`src/rtl/spd_pkg.sv`:
```
package spd_pkg;

    // Address and history geometry
    localparam int ADDR_WIDTH = 48;
    localparam int HIST_DEPTH = 16;
    localparam int FILL_W     = $clog2(HIST_DEPTH + 1);
    localparam int HIDX_W     = $clog2(HIST_DEPTH);

    // Configuration register widths
    localparam int SEQ_W      = 5;
    localparam int LINE_W     = 13;
    localparam int SHIFT_W    = 5;
    localparam int CFG_DATA_W = 13;
    localparam int CFG_IDX_W  = 2;
    localparam int CMP_W      = (FILL_W > SEQ_W) ? FILL_W : SEQ_W;

    // Configuration reset values
    localparam logic [SEQ_W-1:0]   SEQ_RESET   = SEQ_W'(4);
    localparam logic [LINE_W-1:0]  LINE_RESET  = LINE_W'(64);
    localparam logic [SHIFT_W-1:0] SHIFT_RESET = SHIFT_W'(12);
    localparam logic [SEQ_W-1:0]   SEQ_MIN     = SEQ_W'(2);

    typedef enum logic [CFG_IDX_W-1:0] {
        CFG_SEQ_THRESHOLD = 2'd0,
        CFG_LINE_SIZE     = 2'd1,
        CFG_PAGE_SHIFT    = 2'd2,
        CFG_DIRECTION     = 2'd3
    } t_cfg_idx;

    typedef enum logic [1:0] {
        CAUSE_ISSUED   = 2'd0,
        CAUSE_FEW      = 2'd1,
        CAUSE_ORDER    = 2'd2,
        CAUSE_PAGE     = 2'd3
    } t_cause;

    typedef struct packed {
        logic [SEQ_W-1:0]   seq_threshold;
        logic [LINE_W-1:0]  line_size;
        logic [SHIFT_W-1:0] page_shift;
        logic               direction;
    } t_cfg;

    // History view handed to the check stage
    typedef struct packed {
        logic                                  valid;
        logic [FILL_W-1:0]                     fill;
        logic [HIST_DEPTH-1:0][ADDR_WIDTH-1:0] addr;
    } t_hist;

    // Check stage contents handed to the result stage
    typedef struct packed {
        logic                  valid;
        logic                  few;
        logic                  order_ok;
        logic                  wrap;
        logic [ADDR_WIDTH-1:0] fetch;
        logic [ADDR_WIDTH-1:0] start;
    } t_chk;

endpackage

```
`src/rtl/spd_if.sv`:
```
interface spd_in_if;
    logic                              valid;
    logic                              ready;
    logic [spd_pkg::ADDR_WIDTH-1:0]    load_address;

    modport source (output valid, output load_address, input ready);
    modport sink   (input valid, input load_address, output ready);
endinterface


```
`src/rtl/spd_history.sv`:
```
module spd_history (
    input  logic            i_clk,
    input  logic            i_rst_n,
    input  logic            i_take,
    spd_in_if.sink          in_req,
    output spd_pkg::t_hist  o_hist
);

    logic [spd_pkg::HIST_DEPTH-1:0][spd_pkg::ADDR_WIDTH-1:0] r_addr;
    logic [spd_pkg::FILL_W-1:0]                              r_fill;
    logic                                                    r_valid;
    logic                                                    w_accept;

    // Hold a new request while the previous one waits for the check stage
    assign in_req.ready = !r_valid || i_take;
    assign w_accept     = in_req.valid && in_req.ready;

    // Track the pending item and the fill count
    always_ff @(posedge i_clk) begin
        if (!i_rst_n) begin
            r_valid <= 1'b0;
            r_fill  <= '0;
        end else begin
            if (w_accept) begin
                r_valid <= 1'b1;
            end else if (i_take) begin
                r_valid <= 1'b0;
            end
            if (w_accept && (r_fill != spd_pkg::FILL_W'(spd_pkg::HIST_DEPTH))) begin
                r_fill <= r_fill + 1'b1;
            end
        end
    end

    // Shift the history, newest at entry zero
    always_ff @(posedge i_clk) begin
        if (!i_rst_n) begin
            r_addr <= '0;
        end else if (w_accept) begin
            r_addr <= {r_addr[spd_pkg::HIST_DEPTH-2:0], in_req.load_address};
        end
    end

    assign o_hist.valid = r_valid;
    assign o_hist.fill  = r_fill;
    assign o_hist.addr  = r_addr;

endmodule

```
`src/flat_wrapper.sv`:
```
// flat-port wrapper written by rule: the top's interface ports become plain ports
module spd_history_flat 
  (i_clk, i_rst_n, i_take, o_hist, in_req_valid, in_req_load_address, in_req_ready);
  spd_in_if in_req_i ();
  input  logic i_clk;
  input  logic i_rst_n;
  input  logic i_take;
  output spd_pkg::t_hist o_hist;
  input wire logic [$bits(in_req_i.valid)-1:0] in_req_valid;
  input wire logic [$bits(in_req_i.load_address)-1:0] in_req_load_address;
  output wire logic [$bits(in_req_i.ready)-1:0] in_req_ready;
  assign in_req_i.valid = in_req_valid;
  assign in_req_i.load_address = in_req_load_address;
  assign in_req_ready = in_req_i.ready;
  spd_history u_core (.i_clk(i_clk), .i_rst_n(i_rst_n), .i_take(i_take), .in_req(in_req_i), .o_hist(o_hist));
endmodule
```
`config.mk`:
```
export PLATFORM = sky130hd
export DESIGN_NAME = spd_history_flat
export DESIGN_NICKNAME = d
export VERILOG_FILES = /design/src/rtl/spd_pkg.sv /design/src/rtl/spd_if.sv /design/src/rtl/spd_history.sv /design/src/flat_wrapper.sv
export SDC_FILE = /design/constraint.sdc
export NUM_CORES = 2
export LEC_CHECK = 0
export BUFFER_PORTS_ARGS = -buffer_cell sky130_fd_sc_hd__buf_2
export CAP_MARGIN = 20
export CORE_AREA = 2 2 324 326
export DETAILED_ROUTE_END_ITERATION = 6
export DIE_AREA = 0 0 326 328
export GPL_TIMING_DRIVEN = 0
export PLACE_DENSITY_LB_ADDON = 0.3
export SYNTH_ARGS = -nofsm -noshare
export SYNTH_HDL_FRONTEND = slang
export SYNTH_SLANG_ARGS = --single-unit
```
`constraint.sdc`:
```
create_clock -name i_clk -period 3.4 [get_ports i_clk]
set_input_delay 0.51 -clock i_clk [delete_from_list [all_inputs] [get_ports i_clk]]
set_output_delay 0.51 -clock i_clk [all_outputs]
set_load 0.005 [all_outputs]
```
# --- Word level (Yosys, flattened, before mapping) ---
# Cells that the tools add are included.
totals:
  reg_bits: 774
  latchBits: 0
  ramBits: 0
  romBits: 0
  out_inout_bits: 775
  wordCells: 27
  mem_count: 0
op_classes:
  add_sub_neg: 1
  multipliers: 0
  n_div: 0
  magnitude_cmp: 0
  eq_ne: 1
  shifts: 0
  muxes: 2
  bitwise: 0
  reduce_logical: 5
ops:
  columns: ["operator", "n"]
  rows:
  - ["5-bit by 1-bit adder with 5-bit output, second input constant", 1]
  - ["5-bit inequality test, second input constant", 1]
  - ["1-bit logical AND", 2]
  - ["1-bit two-way mux", 2]
  - ["2-bit nonzero test", 1]
  - ["1-bit logical NOT", 1]
  - ["1-bit logical OR", 1]

# --- Logic depth before layout (Yosys ltp) ---
depth:
  ltp_word: 4
  depth_mapped: 8

# --- Least setup slack after synthesis ---
# Ideal clock, no wire load.
synth_path:
  path_kind: "input to output"
  from: "in i_take"
  to: "out in_req_ready"
  arrival_time_ps: 1111
  t_required_ps: 2890
  slack_ps: 1779
  path_stages: 5
  n_path_buf: 3
  cell_sequence: "nor2b_1 > buf_6 > inv_2 > buf_4 > buf_2"
synth_via:
  elab_chain_cells: 1
synth_rtl:
  columns: ["element", "line", "source"]
  rows:
  - ["start: declaration", "flat_wrapper.sv:7", "input logic i_take;"]
  - ["1-bit logical OR", "spd_history.sv:15", "assign in_req.ready = !r_valid || i_take;"]
  - ["end: declaration", "flat_wrapper.sv:11", "output wire logic [$bits(in_req_i.ready)-1:0] in_req_ready;"]
# No other way between the ends.

# --- Final worst setup path ---
layout_path:
  from: "reg u_core.r_valid"
  to: "out in_req_ready"
layout_via:
  elab_chain_cells: 2
layout_rtl:
  columns: ["element", "line", "source"]
  rows:
  - ["start: declaration", "spd_history.sv:11", "logic r_valid;"]
  - ["start signal: assignment", "spd_history.sv:21", "r_valid <= 1'b0;"]
  - ["start signal: assignment", "spd_history.sv:25", "r_valid <= 1'b1;"]
  - ["start signal: assignment", "spd_history.sv:27", "r_valid <= 1'b0;"]
  - ["1-bit logical NOT", "spd_history.sv:15", null]
  - ["1-bit logical OR", "spd_history.sv:15", null]
# No other way between the ends.

==> results.md <==
* Status: complete, no violations
* Cell total after placement at 5,741
* Dominant combinational cell family by area after synthesis: compound AO/OA/AOI/OAI gates
* Number of port buffers at 825
* Number of nets in the final layout at between 4,000 and 5,000
* Cell Pwr Density at 535 nW/um^2
* Hold buffer count at cts at 0
* CP Data Arrival Time at 2.28 ns
* Minimum clock period after layout at around 2.8 ns
* Total standard cell area after synthesis at a little under 30,000 sq um
* Total global-route track usage at approximately 25%
* Worst-case register-to-register setup slack at 1.28 ns
* Max_cap viols at 0
* Average vias per placed instance at 5.37
* Sequential-to-total area share from yosys stat at 53.5%
* Relative slew margins at a little over 50%
* Leakage power of the design at between 10 and 15 nW
* Worst Hold Depth at 3
* Std-Cell Rows at roughly 120
* Number of enable-type register cells in the synthesized netlist at 0
* Post-detailed-routing wire length at about 140,000 microns
* Number of failing setup endpoints in the final timing report at 0
* Crit path cell chain: nor2b_1 -> buf_6 -> inv_2 -> buf_4 -> buf_2 -> buf_2
* Setup_tns at 0 ns
* Fraction of the mapped netlist area in compound gates at 26.6%
* Most used flip-flop cell after synthesis: dfxtp_1
* Total core area at 103,000 sq um
* Required time of the worst setup path at between 2 and 3 ns
* Detailed-route wire length per cell at 23.8 microns
* Clock slew seen by the registers of the worst setup and hold paths at approximately 0.060 ns
* CTS HTree Levels at 3
* Fin cells at 5,901
* Peak supply drop at 387 uV
* Type of element launching the critical path: flop
* Final Worst Setup Slack at 0.614 ns
* Share of synthesized cell area in full adder, half adder and majority cells at less than 1%
* Worst Skew at 0.0266 ns
* Slowest cell delay on critical path at ~0.36 ns
* Cells after synthesis at 3,536
* Hold_sp: in_req_load_address[26]
* Maximum fanout along the worst path at 11
* Post-synthesis async set-or-reset flop share at 0%
* Initial antenna violation count at 3
* Leading cell type in the layout, fill and taps excluded: buf_2
* DRC viols at 0
* Placed wire-length estimate at 109,000 microns
* Share of final-layout standard cells stronger than drive strength 1 at 23.4%
* Maximum buffer depth of the clock tree at 3
* Post-CTS resize count at 0
* I/O pin total at between 800 and 900
* Critical-path cell with the highest stage delay: buf_4
* Number of cells traversed by the worst register-to-register path at 8
* Multiplexer fraction of the synthesized cell area at 0.104%
* Via count of the first global-routing pass at 29,200
* Die Ht at 328 microns
* Clock buffer count from CTS at just under 90
* Crit Path Class: flop to primary output
* Final-report hold violation count at 0
* Final weighted congestion in routability-driven placement at 0.975
* Yosys reg bits at 774
* Capture endpoint of the worst hold path: u_core.o_hist[26]$_SDFFE_PN0P_
* CTS tree: yes
* Maximum clock frequency at 359 MHz
* Most frequent cells in the layout: buf_2, dfxtp_1, a21oi_1
* Vias after detailed routing at 31,700
* Delay-heaviest family, CP: buffers and inverters
* Most used cell, CP: buf_2
* Remaining Overflow, GRT at 0
* Synthesized net count at 3,590
* Number of sinks driven by the clock tree at 774
* Starting density of the core at 28.1%
* Count of unique library cells instantiated by Yosys at 21
* Global-route wire length before repair at between 200,000 and 250,000 microns
* Number of iterations in the first detailed-routing pass at 6
* Clk Latency, worst-skew pair at 0.67 ns
* Die ar. at about 110,000 sq um
* Endpoint of the worst register-to-register path: u_core.o_hist[727]$_SDFFE_PN0P_
* Synth Area in Simple Gates at 13.6%
* Source of the worst register-to-register timing path: u_core.r_valid$_SDFFE_PN0P_
* Initial DRC count at between 3,000 and 4,000
* Xor and xnor fraction of the mapped netlist area at 0%
* Unrepaired setup endpoints after global routing: false
* Pin count of the biggest net entering global routing at 14
* Share of the clock period used by the worst path at between 80% and 90%
* Average cell area after synthesis at 8.19 sq um
* Critical Path Sink Type: primary output
* Final Core Density at 36.7%
* Synthesis-to-layout area growth at 30.6%
* Count of buffering cells on the critical path with inverters included at 5
* Worst hold path type: primary input to flop
* Clock root buffer master: clkbuf_16
* Transition time at the pin with the least slew margin at 0.721 ns
* Number of antenna-violating nets in the routed design at 0
* Worst slack, placed at 0.685 ns
* Ys Warns at 0
* Max-slew violation count at 0
* Buffers inserted by post-CTS timing repair at 0
* Die width at 326 microns
==> kinds of logic after synthesis <==
logic type               Yosys count
AO/OA/AOI/OAI                   1541
adder cells (fa/ha/maj)            2
buffers and inverters            433
flip-flops                       774
multiplexers                       3
AND/OR/NAND/NOR                  783
==> layer usage <==
| metal | track usage (%) | wire length (microns) | up-vias |
|---|---|---|---|
| met5 | 0 | 13 | - |
| met3 | 6.14 | 11700 | 227 |
| li1 | - | - | 14600 |
| met1 | 31.3 | 57700 | 15500 |
| met4 | 9.40 | 5570 | 2 |
| met2 | 40.6 | 65400 | 1345 |
==> cell usage after synthesis (all sizes together) (2+ instances only) <==
library cell  instances  area, sq um
ha                    2         25.0
nand3               769         3850
a21oi               771         3860
o21ai               769         3850
nand2                 7         26.3
or4                   2         15.0
dfxtp               774        15500
mux2i                 3         30.0
buf                 160          757
inv                   5         18.8
clkbuf              268         1010
==> sequential cells by signal, summed over array words and instances (netlist names) <==
signal          cells
u_core.r_fill       5
u_core.r_valid      1
u_core.o_hist     768
==> metrics by stage <==
stage	hold WS (ns)	power (W)	area, sq um
after floorplan	0.469	0.0100	29000
after global placement	0.460	0.0105	34800
after detailed placement	0.466	0.0105	34800
after CTS	0.0306	0.0204	37800
after global routing	0.0536	0.0209	37800
final	0.0860	0.0203	37800
==> area by class of cell <==
type                       instances  area [sq um]
tap                             1380          1730
clock buffer                     130          2570
fill                           11100         65400
sequential                       774         15500
timing repair buffer             825          4130
inverter                           5          18.8
multi-input combinational       2329         11700
buffer                           428          1760
antenna                            2          5.00
clock inverter                    28           429
==> power breakdown <==
group          internal, W  total (W)  switching, W  leakage, nW
clock              0.00593    0.00997       0.00404         1.47
combinational     0.000235    0.00109      0.000855         6.86
sequential         0.00914    0.00920     0.0000644         6.24
==> worst max path at each step <==
stage	from	end	slack, ns	depth (start not counted)
floorplan	i_take	in_req_ready	1.78	5
global placement	i_rst_n	u_core.o_hist[661]$_SDFFE_PN0P_	0.64	6
detailed placement	i_rst_n	u_core.o_hist[589]$_SDFFE_PN0P_	0.69	6
CTS	u_core.r_valid$_SDFFE_PN0P_	in_req_ready	0.47	6
global route	u_core.r_valid$_SDFFE_PN0P_	in_req_ready	0.48	6
finish	u_core.r_valid$_SDFFE_PN0P_	in_req_ready	0.61	6
==> worst min-delay path: stages <==
cell and delay (ns):
buf_2 0.10, nand3_1 0.05, a21oi_1 0.05
(Power assumes the default switching activity.)
