`src/rtl/spd_pkg.sv`:
```
package spd_pkg;

    // Address and history geometry
    localparam int ADDR_WIDTH = 48;
    localparam int HIST_DEPTH = 16;
    localparam int FILL_W     = $clog2(HIST_DEPTH + 1);
    localparam int HIDX_W     = $clog2(HIST_DEPTH);

    // Configuration register widths
    localparam int SEQ_W      = 5;
    localparam int LINE_W     = 13;
    localparam int SHIFT_W    = 5;
    localparam int CFG_DATA_W = 13;
    localparam int CFG_IDX_W  = 2;
    localparam int CMP_W      = (FILL_W > SEQ_W) ? FILL_W : SEQ_W;

    // Configuration reset values
    localparam logic [SEQ_W-1:0]   SEQ_RESET   = SEQ_W'(4);
    localparam logic [LINE_W-1:0]  LINE_RESET  = LINE_W'(64);
    localparam logic [SHIFT_W-1:0] SHIFT_RESET = SHIFT_W'(12);
    localparam logic [SEQ_W-1:0]   SEQ_MIN     = SEQ_W'(2);

    typedef enum logic [CFG_IDX_W-1:0] {
        CFG_SEQ_THRESHOLD = 2'd0,
        CFG_LINE_SIZE     = 2'd1,
        CFG_PAGE_SHIFT    = 2'd2,
        CFG_DIRECTION     = 2'd3
    } t_cfg_idx;

    typedef enum logic [1:0] {
        CAUSE_ISSUED   = 2'd0,
        CAUSE_FEW      = 2'd1,
        CAUSE_ORDER    = 2'd2,
        CAUSE_PAGE     = 2'd3
    } t_cause;

    typedef struct packed {
        logic [SEQ_W-1:0]   seq_threshold;
        logic [LINE_W-1:0]  line_size;
        logic [SHIFT_W-1:0] page_shift;
        logic               direction;
    } t_cfg;

    // History view handed to the check stage
    typedef struct packed {
        logic                                  valid;
        logic [FILL_W-1:0]                     fill;
        logic [HIST_DEPTH-1:0][ADDR_WIDTH-1:0] addr;
    } t_hist;

    // Check stage contents handed to the result stage
    typedef struct packed {
        logic                  valid;
        logic                  few;
        logic                  order_ok;
        logic                  wrap;
        logic [ADDR_WIDTH-1:0] fetch;
        logic [ADDR_WIDTH-1:0] start;
    } t_chk;

endpackage

```
`src/rtl/spd_if.sv`:
```


interface spd_out_if;
    logic                              valid;
    logic                              ready;
    logic                              prefetch_valid;
    logic [spd_pkg::ADDR_WIDTH-1:0]    prefetch_address;
    logic [spd_pkg::ADDR_WIDTH-1:0]    stream_start;
    logic [1:0]                        reject_cause;

    modport source (output valid, output prefetch_valid, output prefetch_address,
                    output stream_start, output reject_cause, input ready);
    modport sink   (input valid, input prefetch_valid, input prefetch_address,
                    input stream_start, input reject_cause, output ready);
endinterface

```
`src/rtl/spd_result.sv`:
```
module spd_result (
    input  logic            i_clk,
    input  logic            i_rst_n,
    input  spd_pkg::t_cfg   i_cfg,
    input  spd_pkg::t_chk   i_chk,
    output logic            o_adv,
    spd_out_if.source       out_res
);

    logic                             r_valid;
    logic                             r_pf_valid;
    logic [spd_pkg::ADDR_WIDTH-1:0]   r_pf_addr;
    logic [spd_pkg::ADDR_WIDTH-1:0]   r_start;
    spd_pkg::t_cause                  r_cause;

    logic                             n_pf_valid;
    logic [spd_pkg::ADDR_WIDTH-1:0]   n_pf_addr;
    logic [spd_pkg::ADDR_WIDTH-1:0]   n_start;
    spd_pkg::t_cause                  n_cause;

    logic [spd_pkg::ADDR_WIDTH-1:0]   w_page_mask;
    logic                             w_same_page;

    assign o_adv = !r_valid || out_res.ready;

    // Page compare between the stream start and the prefetch address
    always_comb begin
        if (int'(i_cfg.page_shift) >= spd_pkg::ADDR_WIDTH) begin
            w_page_mask = '0;
        end else begin
            w_page_mask = {spd_pkg::ADDR_WIDTH{1'b1}} << i_cfg.page_shift;
        end
        w_same_page = ((i_chk.start ^ i_chk.fetch) & w_page_mask) == '0;
    end

    // Pick the cause in priority order, zero payload on reject
    always_comb begin
        n_pf_valid = 1'b0;
        n_pf_addr  = '0;
        n_start    = '0;
        priority if (i_chk.few) begin
            n_cause = spd_pkg::CAUSE_FEW;
        end else if (!i_chk.order_ok) begin
            n_cause = spd_pkg::CAUSE_ORDER;
        end else if (i_chk.wrap || !w_same_page) begin
            n_cause = spd_pkg::CAUSE_PAGE;
        end else begin
            n_cause    = spd_pkg::CAUSE_ISSUED;
            n_pf_valid = 1'b1;
            n_pf_addr  = i_chk.fetch;
            n_start    = i_chk.start;
        end
    end

    // Hold the result until the consumer takes it
    always_ff @(posedge i_clk) begin
        if (!i_rst_n) begin
            r_valid <= 1'b0;
        end else if (o_adv) begin
            r_valid <= i_chk.valid;
        end
    end

    always_ff @(posedge i_clk) begin
        if (o_adv && i_chk.valid) begin
            r_pf_valid <= n_pf_valid;
            r_pf_addr  <= n_pf_addr;
            r_start    <= n_start;
            r_cause    <= n_cause;
        end
    end

    assign out_res.valid            = r_valid;
    assign out_res.prefetch_valid   = r_pf_valid;
    assign out_res.prefetch_address = r_pf_addr;
    assign out_res.stream_start     = r_start;
    assign out_res.reject_cause     = r_cause;

endmodule

```
`src/flat_wrapper.sv`:
```
// flat-port wrapper written by rule: the top's interface ports become plain ports
module spd_result_flat 
  (i_clk, i_rst_n, i_cfg, i_chk, o_adv, out_res_valid, out_res_prefetch_valid, out_res_prefetch_address, out_res_stream_start, out_res_reject_cause, out_res_ready);
  spd_out_if out_res_i ();
  input  logic i_clk;
  input  logic i_rst_n;
  input  spd_pkg::t_cfg i_cfg;
  input  spd_pkg::t_chk i_chk;
  output logic o_adv;
  output wire logic [$bits(out_res_i.valid)-1:0] out_res_valid;
  output wire logic [$bits(out_res_i.prefetch_valid)-1:0] out_res_prefetch_valid;
  output wire logic [$bits(out_res_i.prefetch_address)-1:0] out_res_prefetch_address;
  output wire logic [$bits(out_res_i.stream_start)-1:0] out_res_stream_start;
  output wire logic [$bits(out_res_i.reject_cause)-1:0] out_res_reject_cause;
  input wire logic [$bits(out_res_i.ready)-1:0] out_res_ready;
  assign out_res_valid = out_res_i.valid;
  assign out_res_prefetch_valid = out_res_i.prefetch_valid;
  assign out_res_prefetch_address = out_res_i.prefetch_address;
  assign out_res_stream_start = out_res_i.stream_start;
  assign out_res_reject_cause = out_res_i.reject_cause;
  assign out_res_i.ready = out_res_ready;
  spd_result u_core (.i_clk(i_clk), .i_rst_n(i_rst_n), .i_cfg(i_cfg), .i_chk(i_chk), .o_adv(o_adv), .out_res(out_res_i));
endmodule
```
`config.mk`:
```
export PLATFORM = sky130hd
export DESIGN_NAME = spd_result_flat
export DESIGN_NICKNAME = d
export VERILOG_FILES = /design/src/rtl/spd_pkg.sv /design/src/rtl/spd_if.sv /design/src/rtl/spd_result.sv /design/src/flat_wrapper.sv
export SDC_FILE = /design/constraint.sdc
export NUM_CORES = 1
export LEC_CHECK = 0
export ABC_CLOCK_PERIOD_IN_PS = 3600
export BUFFER_PORTS_ARGS = -buffer_cell sky130_fd_sc_hd__buf_2
export CORE_UTILIZATION = 27
export CTS_CLUSTER_DIAMETER = 80
export CTS_CLUSTER_SIZE = 14
export DETAILED_ROUTE_END_ITERATION = 7
export SYNTH_ARGS = -nofsm -noshare
export SYNTH_HDL_FRONTEND = slang
export SYNTH_SLANG_ARGS = --single-unit
```
`constraint.sdc`:
```
create_clock -name i_clk -period 3.6 [get_ports i_clk]
set_input_delay 0.36 -clock i_clk [delete_from_list [all_inputs] [get_ports i_clk]]
set_output_delay 0.36 -clock i_clk [all_outputs]
set_load 0.02 [all_outputs]
```
==> Yosys cells after proc, flatten, opt, wreduce, memory -nomap -nowiden <==
Index checks and enable logic that the tools add are counted.
{ "totals": {"reg_bits": 100, "in_bits": 127, "output_inout_bits": 101} }
{ "classes": {"shifts": 1, "muxes": 3, "bitwise": 3, "reduce_logical": 8} }
{ "op_table": {"columns": ["cell", "n"], "rows": [
  ["$and 48x48->48", 1],
  ["$logic_not 48->1", 1],
  ["$shl 48x5->48 const A", 1],
  ["$xor 48x48->48", 1],
  ["$mux 2", 2],
  ["$reduce_or 3->1", 1],
  ["$logic_not 1->1", 2],
  ["$logic_or 1x1->1", 2],
  ["$reduce_or 2->1", 1],
  ["$logic_and 1x1->1", 1],
  ["$mux 1", 1],
  ["$not 1->1", 1]
]} }

==> Logic depth before layout (Yosys ltp) <==
Gate-level depths: netlist of run 1.
{ "logic_depth": {"ltp_word": 7, "ltp_mapped": 10} }

==> Worst setup path after synthesis of run 1 <==
No wires, ideal clock.
{ "synth_timing": {"kind": "in2reg", "start": "input out_res_ready", "end": "register u_core.r_pf_addr, in the netlist u_core.out_res.prefetch_address[0], enable pin", "setup_ps": 469, "arrival_ps": 2946, "t_required_ps": 3131, "setup_slack_ps": 185, "path_stages": 2, "path_buffers": 0, "path_cell_list": "nand2b_1 -> and2_1"} }
{ "synth_between": {"elab_chain_len": 2} }
{ "synth_lines": {"columns": ["element", "line_no", "text"], "rows": [
  ["start: declaration", "flat_wrapper.sv:15", "input wire logic [$bits(out_res_i.ready)-1:0] out_res_ready;"],
  ["$logic_or 1x1->1", "spd_result.sv:24", "assign o_adv = !r_valid || out_res.ready;"],
  ["$logic_and 1x1->1", "spd_result.sv:65", "if (o_adv && i_chk.valid) begin"],
  ["end signal: assignment", "spd_result.sv:67", "r_pf_addr <= n_pf_addr;"],
  ["end: declaration", "spd_result.sv:12", "logic [spd_pkg::ADDR_WIDTH-1:0] r_pf_addr;"]
]} }
No other way between the ends.
A chain may end at the register's enable or synchronous reset.

==> Worst setup path in the final report of run 1 <==
{ "layout_timing": {"start": "input i_cfg[3] (netlist name)", "end": "register u_core.r_start, in the netlist u_core.out_res.stream_start[39] (data pin)"} }
{ "layout_between": {"elab_chain_len": 6} }
{ "layout_lines": {"columns": ["element", "line_no", "text"], "rows": [
  ["start: declaration", "flat_wrapper.sv:7", "input spd_pkg::t_cfg i_cfg;"],
  ["$shl 48x5->48", "spd_result.sv:31", "w_page_mask = {spd_pkg::ADDR_WIDTH{1'b1}} << i_cfg.page_shift;"],
  ["$and 48x48->48", "spd_result.sv:33", "w_same_page = ((i_chk.start ^ i_chk.fetch) & w_page_mask) == '0;"],
  ["$logic_not 48->1", "spd_result.sv:33", null],
  ["$logic_not 1->1", "spd_result.sv:45", "end else if (i_chk.wrap || !w_same_page) begin"],
  ["$logic_or 1x1->1", "spd_result.sv:45", null],
  ["$reduce_or 3->1 (no source line)", null, null],
  ["end signal: assignment", "spd_result.sv:68", "r_start <= n_start;"],
  ["end: declaration", "spd_result.sv:13", "logic [spd_pkg::ADDR_WIDTH-1:0] r_start;"]
]} }
No other way between the ends.

==> summary.txt, run 1 <==
Clock tree
  – TritonCTS clock tree: done
  – Num Clock Sinks: 100
  – H-tree levels: 3
  – Clock slew at reported path FFs: 70 ps
  – Cts bufs inserted: 9
  – Post_cts resized: 0
  – CTS Root Cell: clkbuf_16
  – Postcts setup bufs: 0
  – Hold Buf Count CTS: 0
  – Max Root-Sink Buffers: 2
  – Clock latency on the worst-skew pair: 350 ps

Yosys
  – Sequential share of the synthesized area: 54.7%
  – Synth top area share: 54.3%
  – Post-synth EDFFs: 99
  – Cell area after synthesis: 0.00547 mm²
  – Synth Register Bits: 100
  – Synthesis Warnings: 0
  – Post-Syn Area per Cell: 12.3 µm²
  – Yosys cell types: 44
  – Post-Syn Nets: 573
  – Share of flip-flops with an asynchronous set or reset: 0%
  – Cells after Synth: 446
  – Top post-synthesis cells by area: edfxtp_1 (54%), nor4_2 (16%), inv_1 (6.5%)
  – Post-synth top flop: edfxtp_1
  – Area leader, netlist: edfxtp_1

Place
  – Routability cong.: 0.761
  – # port buffers: 208
  – Placed cell count: 892
  – Dpl ws: 720 ps
  – DP HPWL: 11,100 µm

STA
  – Unrepaired setup endpoints after global routing: false
  – Tmin final: 2470 ps
  – Final setup viols: 0
  – Final-report hold violation count: 0
  – Worst Skew: 12.7 ps
  – Relative slew slack: 44.3%
  – Final slew viol count: 0
  – Tcrit/Tclk final: 68.6%
  – Worst Slack Setup Final: 1130 ps
  – Final TNS setup: 0 ps
  – Worst-Margin Slew: 835 ps
  – Maximum clock rate: 405 MHz

Power and ir drop
  – Internal Power: 0.00223 W
  – Comb power frac: 15.3%
  – Leakage Power: 2.88 nW
  – Flop pwr share: 45.2%
  – Clk pwr share: 39.6%
  – Power Dens Cells: 420 mW/mm²
  – Psw: 0.000751 W
  – Worst VDD drop: 0.224 mV
  – Net Sw Frac: 25.2%

Worst hold path
  – Hold/Removal Path Class: primary input to flop

Drt
  – Met1 WL: 6700 µm
  – Initial DRC count: 217
  – Drt pass-1 iters: 4
  – DR WL met2: 7140 µm
  – Met3 wire length: 899 µm
  – Number of routed nets with antenna violations: 0
  – DRT Wirelength: 15,100 µm
  – Vias per cell: 4.47
  – Top routing layer in use: met4
  – Wire length per cell: 16.6 µm
  – DRC errors left: 0
  – Vias: 4,061

Cells and area
  – N_diodes: 0
  – Nets: 765
  – Post-route insts no fill: 908
  – Share of cells above drive strength 1: 47.7%
  – # fillers: 2,017
  – Area Growth Syn to Fin: 29.8%

Global routing
  – Overflow after GRT: 0
  – Initial antenna violation count: 0
  – First-pass GRT wire length: 22,400 µm
  – Total track usage: 14.7%
  – Largest net degree at the start of global routing: 53
  – Vias in the first global route: 3,912

Floorplanning
  – Cell Rows: 51
  – Die X: 144 µm
  – I/O Pins: 228
  – Core area: 0.0197 mm²
  – Initial Util: 27.8%
  – Die Y: 144 µm
  – Die area: 0.0208 mm²

Worst setup path
  – WP data arrival: 2620 ps
  – Critical Path Source Type: primary input
  – Data required time at the worst endpoint: 3750 ps
  – Critical path peak fanout: 24
  – CP endpoint kind: flop
  – Worst Path Class, Setup: primary input to flop

Status
  – Status: complete, no violations

Run
  – Max-cap viol count: 0
metrics by stage:
step	util (%)	hold slack, ps	power, W	cell area (µm²)
final	36.1	252	0.00298	7100
after global routing	36.1	257	0.00310	7100
after global placement	34.3	514	0.00183	6740
after detailed placement	34.3	524	0.00183	6740
after CTS	36.1	238	0.00302	7100
after floorplan	-	499	0.00164	5470
power groups by stage:
| stage | registers, W | clock network, W | logic (W) |
|---|---|---|---|
| 5_1_grt | 0.00135 | 0.00125 | 0.000495 |
| 6_report | 0.00135 | 0.00118 | 0.000455 |
| 4_1_cts | 0.00135 | 0.00121 | 0.000462 |
| 2_1_floorplan | 0.00146 | 0 | 0.000182 |
| 3_3_place_gp | 0.00137 | 0 | 0.000461 |
| 3_5_place_dp | 0.00137 | 0 | 0.000461 |
Yosys cell counts (2+ instances only):
library cell,number
xor2_1,19
nor2_1,4
buf_6,9
nor4_1,24
nand4_1,7
nor3b_1,3
nor3_1,5
o21ai_0,4
inv_1,94
nand2b_1,4
nand2_1,7
edfxtp_1,99
nand3_1,2
clkbuf_1,15
a211oi_1,3
a22oi_1,2
a31oi_1,2
nor4_2,69
a21o_1,2
a21oi_1,8
xnor2_1,29
buf_2,13
logic make-up (layout without fill, tap and decap cells):
group	after synthesis	count (layout)	synth area share, %
buf+inv	131	328	10.5
simple gates	133	133	22.9
xor+xnor	48	48	7.69
flops	100	100	54.7
compound gates	34	34	4.19
worst max-delay path, cell delays in order:
cell and delay (ps):
buf_2 280, nand4_1 140, a211o_1 280, a211oi_1 190, and4bb_2 320, nand4b_4 330
buf_4 370, nor4_1 300
path summary, 6_finish.rpt:
kind | from | endpoint | slack (ps) | cells after the start
max | i_cfg[3] | u_core.out_res.stream_start[39] | 1130 | 8
min | i_rst_n | u_core.out_res.valid | 250 | 2
max reg2reg | u_core.out_res.valid | u_core.out_res.stream_start[7] | 1840 | 3
min reg2reg | u_core.out_res.valid | u_core.out_res.valid | 530 | 2
cell usage in the layout, fill, tap and decap left out, drive strengths merged, types with 2 or more instances in the layout:
cell,n
inv,94
nor2,4
a31oi,2
buf,218
clkbuf,11
a22oi,2
nand2b,4
nor4,93
nor3,6
a211oi,3
nand2,7
xor2,19
bufinv,4
xnor2,29
nand3,2
a21oi,8
nand4,7
edfxtp,99
nor3b,3
o21ai,5
nand4b,2
a21o,2
metal layers:
| metal | track usage, % | vias up |
|---|---|---|
| li1 | - | 1982 |
| met1 | 19.1 | 1926 |
| met2 | 23.2 | 136 |
| met3 | 3.41 | 17 |
| met4 | 6.59 | 0 |
| met5 | 0 | - |
flip-flops by register name, summed over array words and instances (netlist names):
register,flops
u_core.out_res.prefetch_valid,1
u_core.out_res.valid,1
u_core.out_res.stream_start,48
u_core.out_res.reject_cause,2
u_core.out_res.prefetch_address,48
final cells by class:
class / instances / area [µm²] / area share (%)
tap: 265 / 332 / 4.67
multi-input combinational: 215 / 1940 / 27.3
clock buffer: 11 / 233 / 3.28
inverter: 94 / 353 / 4.97
clock inverter: 5 / 124 / 1.75
sequential: 100 / 2990 / 42.2
timing repair buffer: 218 / 1130 / 15.9
Note: power is estimated with default switching activity, not from simulation.
==> run 2: changes to the inputs <==
- ABC_CLOCK_PERIOD_IN_PS: 3600 -> 2300
- clock period: 3.6 -> 2.3 ns (I/O delays scaled with it)
==> run 2 against run 1 <==
Compared with the run above: routed wire length hardly changed; first-iteration DRC count is 2.8% lower; register-to-register slack worse by 960 ps; clock skew is 5.0 ps lower; cell count is 1.5% higher; count of clock-buffer cells in the layout is 2 lower; critical path type unchanged.
==> summary.txt, run 2 (synthesized netlist as in run 1, its figures left out) <==
Worst setup path
  – Reg2Reg Depth: 3 (unchanged)
  – CP endpoint kind: flop
  – Data required time at the worst endpoint: 2450 ps (-1300 ps)
  – Critical path depth: 8 (unchanged)
  – Critical Path Source Type: primary input
  – Slowest cell on crit path: nor4_1
  – Worst path cell trace: buf_2 > nand4_1 > a211o_1 > a211oi_1 > and4bb_2 > nand4b_4 > buf_4 > nor4_1
  – Critical path's top delay family: simple AND/OR/NAND/NOR gates
  – Worst Path Class, Setup: primary input to flop
  – Buf/Inv on CP: 2 (unchanged)
  – WP data arrival: 2120 ps (-500 ps)
  – CP peak stage delay: 350 ps (-20 ps)
  – Critical path peak fanout: 25 (+4.2%)

Clock tree
  – Clock slew at reported path FFs: 70 ps (about the same)
  – Num Clock Sinks: 100 (unchanged)
  – Postcts setup bufs: 0 (unchanged)
  – Max Root-Sink Buffers: 2 (unchanged)
  – Post_cts resized: 0 (unchanged)
  – CTS Root Cell: clkbuf_16
  – Clock latency on the worst-skew pair: 350 ps (about the same)
  – Cts bufs inserted: 9 (unchanged)
  – TritonCTS clock tree: done
  – Hold Buf Count CTS: 0 (unchanged)
  – H-tree levels: 3 (unchanged)

Worst hold path
  – Hold Path Depth: 2 (unchanged)
  – Hold/Removal Path Class: primary input to flop

Cells and area
  – Area taken by multi-input logic gates: 0.00194 mm² (unchanged)
  – # fillers: 2,037 (+0.99%)
  – Nets: 779 (+1.8%)
  – Area Growth Syn to Fin: 32.7%
  – Register area: 0.00299 mm² (unchanged)
  – Most common cell after layout, fill and taps aside: buf_2
  – Commonest cells after routing, fill and taps aside: buf_2 (208), edfxtp_1 (99), inv_1 (94)
  – N_diodes: 0 (unchanged)
  – Post-layout utilization of the core: 36.9% (+0.83 points)
  – Share of cells above drive strength 1: 49.3% (+1.6 points)

STA
  – Worst-Margin Slew: 554 ps (-281 ps)
  – Final TNS setup: 0 ps (unchanged)
  – Unrepaired setup endpoints after global routing: false
  – Final-report hold violation count: 0 (unchanged)
  – Tcrit/Tclk final: 85.8%
  – Worst Skew: 7.74 ps (-4.98 ps)
  – Final setup viols: 0 (unchanged)
  – Relative slew slack: 63.1% (+19 points)
  – Tmin final: 1970 ps
  – Maximum clock rate: 507 MHz
  – Final slew viol count: 0 (unchanged)

Power and ir drop
  – Power Dens Cells: 618 mW/mm² (+47%)
  – Leakage Power: 2.98 nW (+3.4%)
  – Clk pwr share: 36.3% (-3.3 points)
  – Internal Power: 0.00330 W (+48%)
  – Flop pwr share: 46.9% (+1.7 points)
  – Net Sw Frac: 26.5% (+1.3 points)
  – Comb power frac: 16.7% (+1.4 points)
  – Worst VDD drop: 0.335 mV (+50%)
  – Psw: 0.00119 W (+58%)

Floorplanning
  – Die X: 144 µm (unchanged)
  – Die area: 0.0208 mm² (unchanged)
  – Core area: 0.0197 mm² (unchanged)
  – I/O Pins: 228 (unchanged)
  – Die Y: 144 µm (unchanged)
  – Cell Rows: 51 (unchanged)
  – Initial Util: 27.8% (unchanged)

Drt
  – Vias: 4,088 (+0.66%)
  – Initial DRC count: 211 (-2.8%)
  – Vias per cell: 4.43 (-0.86%)
  – DRC errors left: 0 (unchanged)
  – Wire length per cell: 16.4 µm (-1.4%)
  – Number of routed nets with antenna violations: 0 (unchanged)
  – Drt pass-1 iters: 4 (unchanged)
  – DRT Wirelength: 15,100 µm (about the same)

Place
  – DP HPWL: 11,200 µm (+1.2%)
  – # port buffers: 208 (unchanged)
  – Routability cong.: 0.786 (+3.4%)

Global routing
  – Largest net degree at the start of global routing: 100 (+89%)
  – Overflow after GRT: 0 (unchanged)
  – Initial antenna violation count: 0 (unchanged)
  – Vias in the first global route: 3,949 (+0.95%)
  – First-pass GRT wire length: 22,200 µm (-0.86%)
  – Total track usage: 14.6% (-0.088 points)

Run
  – Max-cap viol count: 0 (unchanged)

Status
  – Status: complete, no violations
-- run 2: cell count changes in the layout (fill, tap and decap cells not counted), sizes merged --
cell,delta
clkinv,+3
clkbuf,-2
buf,+14
inv,+1
bufinv,-2
-- run 2: through the flow --
step | hold slack (ps) | worst slack (ps) | area, µm² | total power, W | cells
4_1_cts | 103 | 321 | 7260 | 0.00456 | 922
2_1_floorplan | 369 | 264 | 5470 | 0.00256 | 446
6_report | 122 | 326 | 7260 | 0.00449 | 922
3_3_place_gp | 484 | 35.9 | 6950 | 0.00291 | 906
5_1_grt | 120 | 181 | 7260 | 0.00467 | 922
3_5_place_dp | 491 | -50.2 | 6950 | 0.00291 | 906
-- run 2: worst register-to-register path, stage by stage, from the launching register on --
cell and delay [ps]:
dfxtp_1 310, nand2b_1 100, and2_4 160, buf_12 410
-- run 2: power groups by stage --
stage / Combinational [W] / Clock (W) / Sequential [W]
after detailed placement: 0.000761 / 0 / 0.00215
after floorplan: 0.000286 / 0 / 0.00227
after global routing: 0.000816 / 0.00174 / 0.00212
final: 0.000752 / 0.00163 / 0.00211
after global placement: 0.000759 / 0 / 0.00215
after CTS: 0.000762 / 0.00169 / 0.00211
-- run 2: layer usage --
metal  global-route usage (%)  share of wire [%]  vias to the layer above
li1                         -                  -                     2013
met1                     18.7                 44                     1936
met2                     23.3                 48                      123
met3                     3.61                6.5                       16
met4                     6.43                1.9                        0
met5                        0                  0                        -
-- run 2: cell type report --
class	instances	area share [%]
multi-input combinational	215	26.7
clock buffer	9	3.10
clock inverter	7	1.22
tap	265	4.57
inverter	94	4.86
sequential	100	41.2
timing repair buffer	232	18.4
-- run 2: path summary, 6_finish.rpt --
check,start,to,slack [ps]
min,i_rst_n,u_core.out_res.valid,120
max reg2reg,u_core.out_res.valid,u_core.out_res.prefetch_address[12],880
min reg2reg,u_core.out_res.valid,u_core.out_res.valid,540
max,i_cfg[2],u_core.out_res.stream_start[37],330
